## src/hw/rtl/sac_ram.sv

```systemverilog
// generic single-write, single-read ram with registered read data
// no dependencies; holds one cache set per row in the tag store
`default_nettype none

module sac_ram #(
  parameter int unsigned WIDTH = 8,
  parameter int unsigned DEPTH = 16
) (
  input  wire logic                                 clk,
  input  wire logic                                 we,
  input  wire logic [(DEPTH > 1 ? $clog2(DEPTH) : 1)-1:0] waddr,
  input  wire logic [WIDTH-1:0]                     wdata,
  input  wire logic                                 re,
  input  wire logic [(DEPTH > 1 ? $clog2(DEPTH) : 1)-1:0] raddr,
  output logic      [WIDTH-1:0]                     rdata
);

  logic [WIDTH-1:0] mem [DEPTH];

  always_ff @(posedge clk) begin
    if (we) begin
      mem[waddr] <= wdata;
    end
    if (re) begin
      rdata <= mem[raddr];
    end
  end

endmodule

`default_nettype wire

```

## config.mk

```make
export PLATFORM = sky130hd
export DESIGN_NAME = sac_ram
export DESIGN_NICKNAME = d
export VERILOG_FILES = /design/src/hw/rtl/sac_ram.sv
export SDC_FILE = /design/constraint.sdc
export NUM_CORES = 1
export LEC_CHECK = 0
export BUFFER_PORTS_ARGS = -buffer_cell sky130_fd_sc_hd__buf_2
export CORE_UTILIZATION = 45
export DETAILED_ROUTE_END_ITERATION = 10
export SYNTH_ARGS = -nofsm -noshare
export SYNTH_HDL_FRONTEND = slang
export SYNTH_SLANG_ARGS = --single-unit
```

## constraint.sdc

```tcl
create_clock -name clk -period 4 [get_ports clk]
set_clock_uncertainty 0.1 [all_clocks]
set_input_delay 1.2 -clock clk [delete_from_list [all_inputs] [get_ports clk]]
set_output_delay 1.2 -clock clk [all_outputs]
set_load 0.1 [all_outputs]
```

==> run metrics <==
status complete, no violations; pin count of the biggest net entering global routing 26; CTS tree built; drt via density 5.56; clock root cell clkbuf_16; die height 110 µm; Leakage 2.04 nW; FP Rows 38; Hold Path Class register to register; ys flop type edfxtp_1; CTS H-tree depth 4; Sink Count 136; cts repair resizes 0; most frequent cells after synthesis 136 x edfxtp_1, 18 x mux4_2, 16 x a22oi_1; initial antenna violation count 0; Worst Path Arrival 2.76 ns; Slew @ Worst Pin 0.896 ns; Synth area leader edfxtp_1; drt total wl 9660 µm; setup repair bufs after CTS 0; Synth Instances 229; Die W 110 µm; Wirelength per Cell 22.6 µm; FMAX 371 MHz; most common cell in the synthesized netlist edfxtp_1; Max Cap Violations 0; Starting Density 47.2%; Design Power 3.26 mW; layout cells sized above 1 28.9%; min Tclk post-route 2.69 ns; CTS Buf Count 17; pwr dens 535 nW/µm²; Fin. Hold Viols 0; top cells by area, synth edfxtp_1 78%, mux4_2 7.8%, mux4_1 7.0%; I/O pins 27; grt total ovfl 0; Reg clk slew, reported paths 0.06 ns; post-synth top area share 78.1%; initial DRC count 111; Synth cell types 18; global-route wire length before repair 14400 µm; Slew headroom 40.0%; CTS max path bufs 2; synthesized area per cell 22.8 µm²; DP HPWL 6140 µm; vias in the first global route 2391; Setup CP Type input pin to register; n_diodes 0; antenna-violating nets left 0; footprint of the multi-input gates 1060 µm²; Core ar. 11100 µm²; # fillers 842; total track usage 18.1%; #FFs+latches synth 136; Worst setup SP type input pin; area of the mapped netlist 5230 µm²; CTS Hold Bufs 0; Layout area overhead 16.7%; RSZ-0062 raised after global routing false; fin crit share 67.3%; Final Core Density 55.1%; 1st-pass router iterations 4; setup TNS 0 ns; FFs w/ async S/R, synth 0%; final setup violation count 0; Final Max Tran Viols 0; register area 4080 µm²; I/O Buffers 26; VDD IR-drop max 222 µV; warnings from Yosys 0; final layout net count 294; Skew-Pair Late Insertion Delay 0.41 ns; die footprint 12100 µm²; syn_nets 248; crit path capture type register; gp weighted congestion 0.740; sequential share of the synthesized area 78.1%; Vias 2374; Worst EP required 4.07 ns; DRC viols 0; Crit Path Max Fanout 25; EDFF count, synth 136
-- area by class of cell --
class	count	share of cell area (%)
repair buffers	37	3.69
multi-input cells	83	17.3
well taps	140	2.87
clock inverters	14	2.19
clock buffers	17	6.97
flip-flops and latches	136	66.9
-- cells in the final DEF (no fill, tap or decap), drive strengths merged --
| cell type | n |
|---|---|
| nand3b | 2 |
| bufinv | 2 |
| nor2 | 13 |
| edfxtp | 136 |
| nand2 | 9 |
| inv | 1 |
| nor3 | 4 |
| buf | 37 |
| nand3 | 1 |
| nor2b | 1 |
| mux4 | 32 |
| a22oi | 16 |
| and2 | 1 |
| clkinvlp | 3 |
| and2b | 1 |
| or3b | 1 |
| clkinv | 8 |
| clkbuf | 17 |
| nand2b | 2 |
-- per-stage QoR --
stage / area, µm² / hold slack (ns) / setup WS, ns / std cells
floorplan: 5230 / 0.605 / 1.21 / 229
global placement: 5540 / 0.624 / 0.829 / 396
detailed placement: 5540 / 0.634 / 0.845 / 396
CTS: 6100 / 0.648 / 1.28 / 427
global route: 6100 / 0.677 / 1.19 / 427
finish: 6100 / 0.644 / 1.31 / 427
-- sequential cells by signal, summed over array words and instances (netlist names) --
register,flops
mem,128
rdata,8
-- per-layer routing --
metal | GRT usage (%) | wire length (µm) | vias up
li1 | - | - | 1078
met1 | 25.3 | 4420 | 1212
met2 | 26.6 | 4590 | 65
met3 | 4.39 | 444 | 19
met4 | 9.05 | 206 | 0
met5 | 0 | 0 | -
-- worst paths after layout --
check,from,end,slack [ns],depth (start not counted)
min reg2reg,mem[12][7],rdata[7],0.64,3
max,raddr[0],rdata[3],1.31,5
max reg2reg,mem[1][5],rdata[5],2.37,3
min,mem[12][7],rdata[7],0.64,3
-- critical path, cell delays in order --
cell	delay, ns
buf_2	0.28
buf_12	0.27
mux4_1	0.59
a22oi_1	0.30
nand2_1	0.09
-- logic make-up after synthesis --
kind of cell	after synthesis	share of synthesized area (%)
buffers and inverters	10	1.65
flip-flops	136	78.1
multiplexers	32	14.8
AO/OA/AOI/OAI	16	2.30
AND/OR/NAND/NOR	35	3.14
-- report_power, final --
part / leakage [nW] / switching [mW] / internal, mW
Clock: 0.265 / 0.557 / 0.903
Combinational: 0.536 / 0.131 / 0.0594
Sequential: 1.24 / 0.00708 / 1.61
No activity file was read; power rests on OpenSTA's default activity.
